`config.mk`:
```
export PLATFORM = sky130hd
export DESIGN_NAME = multi_mode_plc_timer_unit_flat
export DESIGN_NICKNAME = d
export VERILOG_FILES = /design/src/rtl/pmt_pkg.sv /design/src/rtl/pmt_scan_if.sv /design/src/rtl/pmt_result_if.sv /design/src/rtl/pmt_step.sv /design/src/rtl/multi_mode_plc_timer_unit.sv /design/src/flat_wrapper.sv
export SDC_FILE = /design/constraint.sdc
export NUM_CORES = 1
export LEC_CHECK = 0
export BUFFER_PORTS_ARGS = -buffer_cell sky130_fd_sc_hd__buf_4
export CAP_MARGIN = 15
export CORE_UTILIZATION = 60
export CTS_CLUSTER_SIZE = 30
export DETAILED_ROUTE_END_ITERATION = 16
export HOLD_SLACK_MARGIN = 0.08
export MAX_ROUTING_LAYER = met4
export PLACE_DENSITY = 0.87
export RECOVER_POWER = 50
export SYNTH_ARGS = -nofsm -noshare
export SYNTH_HDL_FRONTEND = slang
export SYNTH_SLANG_ARGS = --single-unit
```
`constraint.sdc`:
```
create_clock -name clk -period 6.6 [get_ports clk]
set_input_delay 0 -clock clk [delete_from_list [all_inputs] [get_ports clk]]
set_output_delay 0 -clock clk [all_outputs]
set_load 0.01 [all_outputs]
```
`src/rtl/pmt_pkg.sv`:
```
package pmt_pkg;

	// Defaults and fixed field widths
	localparam int COUNT_BITS_DEF = 32;
	localparam int ELAPSED_BITS   = 16;
	localparam int COUNT_FIELD    = 32;
	localparam int CFG_IDX_BITS   = 2;
	localparam int CFG_DATA_BITS  = 32;
	localparam int MODE_BITS      = 3;

	localparam logic [CFG_DATA_BITS-1:0] PRESET_RESET  = 32'd1000;
	localparam logic [CFG_DATA_BITS-1:0] ON_TIME_RESET = 32'd0;

	// Register indexes of the configuration port
	localparam logic [CFG_IDX_BITS-1:0] CFG_MODE    = 2'd0;
	localparam logic [CFG_IDX_BITS-1:0] CFG_PRESET  = 2'd1;
	localparam logic [CFG_IDX_BITS-1:0] CFG_ON_TIME = 2'd2;

	// Timer modes; the unused selector code falls to on-delay
	typedef enum logic [MODE_BITS-1:0] {
		MODE_ON_DELAY  = 3'd0,
		MODE_OFF_DELAY = 3'd1,
		MODE_RETENTIVE = 3'd2,
		MODE_PULSE     = 3'd3,
		MODE_LATCHED   = 3'd4,
		MODE_RETRIG    = 3'd5,
		MODE_FLASHER   = 3'd6
	} mode_e_t;

	// Single-bit timer state
	typedef struct packed {
		logic done_flag;
		logic rise_arm;
		logic fall_arm;
		logic last_rise_pulse;
		logic control_latch;
		logic ctrl_rise_arm;
		logic ctrl_fall_arm;
	} flags_t;

	// One result item
	typedef struct packed {
		logic                   done_res;
		logic                   done_rose;
		logic                   done_fell;
		logic                   running;
		logic [COUNT_FIELD-1:0] count;
		logic                   flash_out;
	} result_t;

endpackage

```
`src/rtl/pmt_scan_if.sv`:
```
interface pmt_scan_if;
	logic                              valid;
	logic                              ready;
	logic [pmt_pkg::ELAPSED_BITS-1:0]  elapsed;
	logic                              enable;
	logic                              reset_req;
	logic                              control;

	modport source (output valid, output elapsed, output enable, output reset_req,
		output control, input ready);
	modport sink (input valid, input elapsed, input enable, input reset_req,
		input control, output ready);
endinterface

```
`src/rtl/pmt_result_if.sv`:
```
interface pmt_result_if;
	logic                             valid;
	logic                             ready;
	logic                             done_res;
	logic                             done_rose;
	logic                             done_fell;
	logic                             running;
	logic [pmt_pkg::COUNT_FIELD-1:0]  count;
	logic                             flash_out;

	modport source (output valid, output done_res, output done_rose, output done_fell,
		output running, output count, output flash_out, input ready);
	modport sink (input valid, input done_res, input done_rose, input done_fell,
		input running, input count, input flash_out, output ready);
endinterface

```
`src/rtl/pmt_step.sv`:
```
// Next-state and result logic for one scan.
module pmt_step #(
	parameter int COUNT_BITS = pmt_pkg::COUNT_BITS_DEF
) (
	input  logic [pmt_pkg::MODE_BITS-1:0]     mode,
	input  logic [pmt_pkg::CFG_DATA_BITS-1:0] preset,
	input  logic [pmt_pkg::CFG_DATA_BITS-1:0] on_time,
	input  logic [COUNT_BITS-1:0]             acc,
	input  pmt_pkg::flags_t                   flags,
	input  logic [pmt_pkg::ELAPSED_BITS-1:0]  elapsed,
	input  logic                              enable,
	input  logic                              reset_req,
	input  logic                              control,
	output logic [COUNT_BITS-1:0]             acc_nxt,
	output pmt_pkg::flags_t                   flags_nxt,
	output pmt_pkg::result_t                  res
);
	import pmt_pkg::*;

	localparam int SW = ((COUNT_BITS > ELAPSED_BITS) ? COUNT_BITS : ELAPSED_BITS) + 1;
	localparam int CW = (COUNT_BITS > CFG_DATA_BITS) ? COUNT_BITS : CFG_DATA_BITS;
	localparam logic [SW-1:0] ACC_MASK = {{(SW-COUNT_BITS){1'b0}}, {COUNT_BITS{1'b1}}};

	logic [SW-1:0]         sum;
	logic [COUNT_BITS-1:0] sat;
	logic [CW-1:0]         sat_w;
	logic [CW-1:0]         preset_w;
	logic [CW-1:0]         acc_nxt_w;
	logic [CW-1:0]         on_time_w;
	logic                  hit;
	logic                  ctrl;
	logic                  clear;
	logic                  done_n;
	logic                  running;
	logic                  rose;
	logic                  fell;

	assign sum       = SW'(acc) + SW'(elapsed);
	assign sat       = (sum > ACC_MASK) ? {COUNT_BITS{1'b1}} : sum[COUNT_BITS-1:0];
	assign sat_w     = CW'(sat);
	assign preset_w  = CW'(preset);
	assign on_time_w = CW'(on_time);
	assign hit       = (sat_w >= preset_w);

	always_comb begin
		acc_nxt   = acc;
		flags_nxt = flags;
		done_n    = flags.done_flag;
		ctrl      = control;
		clear     = 1'b0;
		running   = 1'b0;
		if (mode == MODE_OFF_DELAY) begin
			flags_nxt.control_latch = control;
			if (!enable) begin
				acc_nxt = sat;
				if (hit) begin
					acc_nxt = preset_w[COUNT_BITS-1:0];
					done_n  = 1'b0;
				end
			end
			if (reset_req || enable) begin
				done_n  = 1'b1;
				acc_nxt = '0;
			end
			running = !enable && done_n && !reset_req;
		end else begin
			if (mode == MODE_LATCHED) begin
				ctrl = flags.control_latch || control;
			end
			if (enable || ctrl) begin
				acc_nxt = sat;
				if (hit) begin
					acc_nxt = preset_w[COUNT_BITS-1:0];
					done_n  = 1'b1;
				end
			end
			case (mode)
				MODE_RETENTIVE: clear = reset_req;
				MODE_PULSE:     clear = reset_req || flags.last_rise_pulse;
				MODE_LATCHED:   clear = reset_req && done_n;
				MODE_RETRIG: begin
					// Clear on either edge of control, or on reset_req
					clear = (ctrl && flags.ctrl_rise_arm) || (!ctrl && flags.ctrl_fall_arm)
						|| reset_req;
					flags_nxt.ctrl_rise_arm = !ctrl;
					flags_nxt.ctrl_fall_arm = ctrl;
				end
				MODE_FLASHER:   clear = !enable || flags.last_rise_pulse;
				default:        clear = reset_req || !enable;
			endcase
			if (clear) begin
				done_n  = 1'b0;
				acc_nxt = '0;
				ctrl    = 1'b0;
			end
			flags_nxt.control_latch = ctrl;
			running = (enable || ctrl) && !done_n && !reset_req;
		end

		rose = done_n && flags.rise_arm;
		fell = !done_n && flags.fall_arm;
		flags_nxt.done_flag       = done_n;
		flags_nxt.rise_arm        = !done_n;
		flags_nxt.fall_arm        = done_n;
		flags_nxt.last_rise_pulse = rose;
	end

	assign acc_nxt_w = CW'(acc_nxt);

	always_comb begin
		res.done_res  = done_n;
		res.done_rose = rose;
		res.done_fell = fell;
		res.running   = running;
		res.count     = acc_nxt_w[COUNT_FIELD-1:0];
		res.flash_out = (mode == MODE_FLASHER) && enable && (acc_nxt_w <= on_time_w);
	end

endmodule

```
`src/rtl/multi_mode_plc_timer_unit.sv`:
```
// Scan-driven PLC timer with seven modes (on-delay, off-delay, retentive,
// pulse, latched, retriggerable, flasher).
// Channels: scan (sink) carries one scan per transfer: elapsed ticks and the
// enable, reset_req and control levels. result (source) carries one item per
// scan: done, its rise and fall pulses, running, count and flash_out.
// Configuration: write_en/write_index/write_data write mode (0), preset (1)
// and on_time (2); write only while no scan is in flight.
// Path: a scan is taken into the input register, then the next-state
// logic updates the timer state and loads the result register, which
// holds the result until it transfers.
// Throughput: one scan per cycle while result.ready is high; the single
// add/compare/flag update between the two registers sets that figure.
// Stall: while result.ready is low the result register holds; the input
// register still takes one more scan, then scan.ready drops until the result
// transfers.
// Reset: arst_n clears the timer state and both valid flags, and loads
// mode on-delay, preset 1000 and on_time 0.
module multi_mode_plc_timer_unit #(
	parameter int COUNT_BITS = pmt_pkg::COUNT_BITS_DEF
) (
	input  logic                                clk,
	input  logic                                arst_n,
	pmt_scan_if.sink                            scan,
	pmt_result_if.source                        result,
	input  logic                                write_en,
	input  logic [pmt_pkg::CFG_IDX_BITS-1:0]    write_index,
	input  logic [pmt_pkg::CFG_DATA_BITS-1:0]   write_data
);
	import pmt_pkg::*;

	// Configuration registers
	logic [MODE_BITS-1:0]     mode_q;
	logic [CFG_DATA_BITS-1:0] preset_q;
	logic [CFG_DATA_BITS-1:0] on_time_q;

	// Timer state
	logic [COUNT_BITS-1:0] acc_q;
	logic [COUNT_BITS-1:0] acc_nxt;
	flags_t                flags_q;
	flags_t                flags_nxt;

	// Input register
	logic                    valid_s1;
	logic [ELAPSED_BITS-1:0] elapsed_s1;
	logic                    enable_s1;
	logic                    reset_req_s1;
	logic                    control_s1;

	// Result register
	logic    res_valid_q;
	result_t res_q;
	result_t res_nxt;

	logic advance;
	logic take;

	// Move the held scan on when the result register is free or emptying
	assign advance    = valid_s1 && (!res_valid_q || result.ready);
	assign scan.ready = !valid_s1 || advance;
	assign take       = scan.valid && scan.ready;

	always_ff @(posedge clk or negedge arst_n) begin
		if (!arst_n) begin
			mode_q    <= MODE_ON_DELAY;
			preset_q  <= PRESET_RESET;
			on_time_q <= ON_TIME_RESET;
		end else if (write_en) begin
			case (write_index)
				CFG_MODE:    mode_q    <= write_data[MODE_BITS-1:0];
				CFG_PRESET:  preset_q  <= write_data;
				CFG_ON_TIME: on_time_q <= write_data;
				default:     ;
			endcase
		end
	end

	// Capture a scan
	always_ff @(posedge clk or negedge arst_n) begin
		if (!arst_n) begin
			valid_s1 <= 1'b0;
		end else if (scan.ready) begin
			valid_s1 <= scan.valid;
		end
	end

	always_ff @(posedge clk) begin
		if (take) begin
			elapsed_s1   <= scan.elapsed;
			enable_s1    <= scan.enable;
			reset_req_s1 <= scan.reset_req;
			control_s1   <= scan.control;
		end
	end

	pmt_step #(
		.COUNT_BITS(COUNT_BITS)
	) u_step (
		.mode      (mode_q),
		.preset    (preset_q),
		.on_time   (on_time_q),
		.acc       (acc_q),
		.flags     (flags_q),
		.elapsed   (elapsed_s1),
		.enable    (enable_s1),
		.reset_req (reset_req_s1),
		.control   (control_s1),
		.acc_nxt   (acc_nxt),
		.flags_nxt (flags_nxt),
		.res       (res_nxt)
	);

	// Advance the timer state once per scan
	always_ff @(posedge clk or negedge arst_n) begin
		if (!arst_n) begin
			acc_q   <= '0;
			flags_q <= '0;
		end else if (advance) begin
			acc_q   <= acc_nxt;
			flags_q <= flags_nxt;
		end
	end

	// Hold the result until it transfers
	always_ff @(posedge clk or negedge arst_n) begin
		if (!arst_n) begin
			res_valid_q <= 1'b0;
		end else if (advance) begin
			res_valid_q <= 1'b1;
		end else if (result.ready) begin
			res_valid_q <= 1'b0;
		end
	end

	always_ff @(posedge clk) begin
		if (advance) begin
			res_q <= res_nxt;
		end
	end

	assign result.valid     = res_valid_q;
	assign result.done_res  = res_q.done_res;
	assign result.done_rose = res_q.done_rose;
	assign result.done_fell = res_q.done_fell;
	assign result.running   = res_q.running;
	assign result.count     = res_q.count;
	assign result.flash_out = res_q.flash_out;

endmodule

```
`src/flat_wrapper.sv`:
```
// flat-port wrapper written by rule: the top's interface ports become plain ports
module multi_mode_plc_timer_unit_flat import pmt_pkg::*;
#(
	parameter int COUNT_BITS = pmt_pkg::COUNT_BITS_DEF
)
  (clk, arst_n, write_en, write_index, write_data, scan_valid, scan_elapsed, scan_enable, scan_reset_req, scan_control, scan_ready, result_valid, result_done_res, result_done_rose, result_done_fell, result_running, result_count, result_flash_out, result_ready);
  pmt_scan_if scan_i ();
  pmt_result_if result_i ();
  input  logic clk;
  input  logic arst_n;
  input  logic write_en;
  input  logic [pmt_pkg::CFG_IDX_BITS-1:0] write_index;
  input  logic [pmt_pkg::CFG_DATA_BITS-1:0] write_data;
  input wire logic [$bits(scan_i.valid)-1:0] scan_valid;
  input wire logic [$bits(scan_i.elapsed)-1:0] scan_elapsed;
  input wire logic [$bits(scan_i.enable)-1:0] scan_enable;
  input wire logic [$bits(scan_i.reset_req)-1:0] scan_reset_req;
  input wire logic [$bits(scan_i.control)-1:0] scan_control;
  output wire logic [$bits(scan_i.ready)-1:0] scan_ready;
  output wire logic [$bits(result_i.valid)-1:0] result_valid;
  output wire logic [$bits(result_i.done_res)-1:0] result_done_res;
  output wire logic [$bits(result_i.done_rose)-1:0] result_done_rose;
  output wire logic [$bits(result_i.done_fell)-1:0] result_done_fell;
  output wire logic [$bits(result_i.running)-1:0] result_running;
  output wire logic [$bits(result_i.count)-1:0] result_count;
  output wire logic [$bits(result_i.flash_out)-1:0] result_flash_out;
  input wire logic [$bits(result_i.ready)-1:0] result_ready;
  assign scan_i.valid = scan_valid;
  assign scan_i.elapsed = scan_elapsed;
  assign scan_i.enable = scan_enable;
  assign scan_i.reset_req = scan_reset_req;
  assign scan_i.control = scan_control;
  assign scan_ready = scan_i.ready;
  assign result_valid = result_i.valid;
  assign result_done_res = result_i.done_res;
  assign result_done_rose = result_i.done_rose;
  assign result_done_fell = result_i.done_fell;
  assign result_running = result_i.running;
  assign result_count = result_i.count;
  assign result_flash_out = result_i.flash_out;
  assign result_i.ready = result_ready;
  multi_mode_plc_timer_unit #(.COUNT_BITS(COUNT_BITS)) u_core (.clk(clk), .arst_n(arst_n), .scan(scan_i), .result(result_i), .write_en(write_en), .write_index(write_index), .write_data(write_data));
endmodule
```
==> out/summary.txt <==
final setup fails: 0
Nets: 1348
Via density: 6.31
Peak Freq: 0.159 GHz
post-layout minimum cycle time: 6.31 ns
clock skew: 0.0113 ns
CP max-delay cell: fa_1
ys flop type: dfrtp_1
Worst Tran Pin Value: 3.08 ns
# port buffers: 96
CTS tree: yes
Final GP Congestion: 0.990
final global-route overflow total: 0
Synth area leader: dfrtp_1
Layout area overhead: 23.2%
share of layout cells above drive strength 1: 21.7%
Max Cap Viol: 4
clock buffer count from CTS: 17
DRC: 0
WL/cell: 20.7 um
PD cells: 447 nW/um^2
Yosys cell types: 81
Post-synth EDFFs: 56
DR vias: 9094
Final ANT Viol Nets: 0
cells after synthesis: 1032
Crit Path Category: flip-flop to flip-flop
Pleak: 0.00559 uW
CP max FO: 6
status: finished with violations
clock latency on the worst-skew pair: 0.45 ns
crit start category: flip-flop
initial antenna violation count: 0
num rows: 47
post-synthesis average cell area: 9.81 um^2
Inst Count DP: 1344
Layout Utilization: 75.5%
htree depth: 4
die span in y: 132 um
Worst-path clk slew: 0.07 ns
largest net degree at the start of global routing: 58
# diodes: 0
die width: 132 um
fraction of registers with async set/reset: 65.6%
Initial DRC Count: 877
IO Count: 97
Pre-antenna DRT Iters: 12
post-route cell area: 12500 um^2
global-route wire length before repair: 47.1 mm
CP Data Required Time: 6.86 ns
Total Die Area: 17400 um^2
Final period util: 95.6%
Hold Violations, Final: 0
VDD IR max: 306 uV
Post-DP Area: 11200 um^2
Seq cells post-synth: 163
HPWL after detailed placement: 19.9 mm
core region area: 16500 um^2
post-synth net total: 1171
initial core utilization: 61.2%
crit path DAT: 6.57 ns
post-synthesis sequential area ratio: 43.2%
total global-route track usage: 36.0%
yosys warns: 0
Top Family by Delay on Critical Path: compound AO/OA/AOI/OAI gates
Layout Cells excl Fill: 1442
Hold WS: 0.288 ns
main area contributors after synthesis: dfrtp_1 (25%), edfxtp_1 (17%), ha_1 (9.9%)
Worst setup EP type: flip-flop
CTS max path bufs: 2
Final Slew Violations: 176
failing checks: max-capacitance violations, max-slew violations
relative slew slack: -105%
Clock Sinks: 163
critical path buffer and inverter count: 7
vias in the first global route: 8959
final wirelength: 29.8 mm
synthesized area: 10100 um^2
Synth top area share: 25.0%
cell mode on critical path: buf_4
Worst path max stage delay: 0.39 ns
Hold Path Class: input port to flip-flop
clock root buffer: clkbuf_16
routing by layer:
metal  global-route usage (%)  vias up  share of wire [%]
met4                     15.4        0                3.6
met2                     58.1      507                 48
met1                     44.8     4374                 40
li1                         -     4118                  -
met5                        -        -                  0
met3                     5.92       95                8.1
what timing repair did:
| item | in CTS | in global routing |
|---|---|---|
| buffers inserted | 1 | 5 |
| pin swaps | 1 | 10 |
| cloned | 0 | 0 |
| resized for setup | 5 | 49 |
| hold endpoints to repair | 138 | 0 |
| hold buffers | 60 | 0 |
| setup endpoints to repair | 1 | 1 |
metrics by stage:
step | power (uW) | setup TNS, ns | setup slack [ns]
4_1_cts | 5390 | 0 | 0.00300
3_5_place_dp | 4320 | -0.366 | -0.366
3_3_place_gp | 4240 | -0.0533 | -0.0533
5_1_grt | 5900 | -0.0165 | -0.0165
6_report | 5570 | 0 | 0.293
2_1_floorplan | 3420 | 0 | 0.657
logic make-up (layout without fill, tap and decap cells):
group | Yosys count | in the layout | share of synthesized area, %
DFF | 163 | 163 | 43.2
adders and majority gates | 81 | 81 | 10.1
muxes | 72 | 72 | 8.00
xor gates and xnor gates | 18 | 18 | 1.56
buffers and inverters | 129 | 319 | 5.17
and+or+nand+nor | 261 | 261 | 12.5
AOI/OAI and AO/OA | 308 | 308 | 19.6
final cells by class:
type | instances | area [um^2]
Clock buffer | 18 | 439
Clock inverter | 14 | 136
Fill cell | 1148 | 4060
Inverter | 87 | 327
Multi-Input combinational cell | 740 | 5420
Sequential cell | 163 | 4370
Tap cell | 220 | 275
Timing Repair Buffer | 200 | 1510
sequential cells by signal (all words and copies together), names as in the netlist:
| register | count |
|---|---|
| u_core.acc_q | 32 |
| u_core.on_time_q | 32 |
| u_core.preset_q | 32 |
| u_core.result.count | 32 |
| u_core.elapsed_s1 | 16 |
| u_core.flags_q | 6 |
| u_core.mode_q | 3 |
| u_core.control_s1 | 1 |
| u_core.enable_s1 | 1 |
| u_core.reset_req_s1 | 1 |
| u_core.result.done_fell | 1 |
| u_core.result.done_res | 1 |
| u_core.result.done_rose | 1 |
| u_core.result.flash_out | 1 |
| u_core.result.running | 1 |
| u_core.result.valid | 1 |
| u_core.valid_s1 | 1 |
placed cells by master, fill, tap and decap left out, drive strengths merged, types with 6 or more instances in the layout:
cell type,synthesis,final
a211oi,7,7
a21o,20,20
a21oi,85,85
a31oi,9,9
and2,9,9
and3,9,9
buf,24,76
clkbuf,18,82
clkinv,0,10
dfrtp,101,101
dfstp,6,6
dlygate4sd3,0,60
edfxtp,56,56
ha,80,80
inv,87,88
mux2,71,71
nand2,101,101
nand2b,9,9
nand3,31,31
nand4,13,13
nor2,46,46
nor3,13,13
o211ai,12,12
o21a,9,9
o21ai,86,86
o22ai,19,19
o2bb2ai,7,7
xnor2,11,11
xor2,7,7
cell usage after synthesis (all sizes together), types with 5 or more instances:
cell,number
dfrtp,101
nand2,101
inv,87
o21ai,86
a21oi,85
ha,80
mux2,71
edfxtp,56
nor2,46
nand3,31
buf,24
a21o,20
o22ai,19
clkbuf,18
nand4,13
nor3,13
o211ai,12
xnor2,11
a31oi,9
and2,9
and3,9
nand2b,9
o21a,9
a211oi,7
o2bb2ai,7
xor2,7
dfstp,6
a211o,5
a31o,5
nor2b,5
o221ai,5
power by group:
group	switching, uW	internal (uW)	leakage [uW]	total, uW
clock network	435	564	0.000287	998
logic	1790	1210	0.00345	3000
registers	217	1360	0.00185	1570
worst paths after layout:
kind	slack, ns	to	from	cells past startpoint
setup / recovery	0.29	u_core.result.flash_out	u_core.acc_q[0]	33
setup reg to reg	0.29	u_core.result.flash_out	u_core.acc_q[0]	33
max in group asynchronous	1.53	u_core.flags_q[0]	arst_n	3
min in group asynchronous	1.04	u_core.acc_q[15]	arst_n	2
hold reg to reg	0.50	u_core.on_time_q[21]	u_core.on_time_q[21]	1
hold / removal	0.29	u_core.elapsed_s1[6]	scan_elapsed[6]	2
Note: power is estimated with default switching activity, not from simulation.
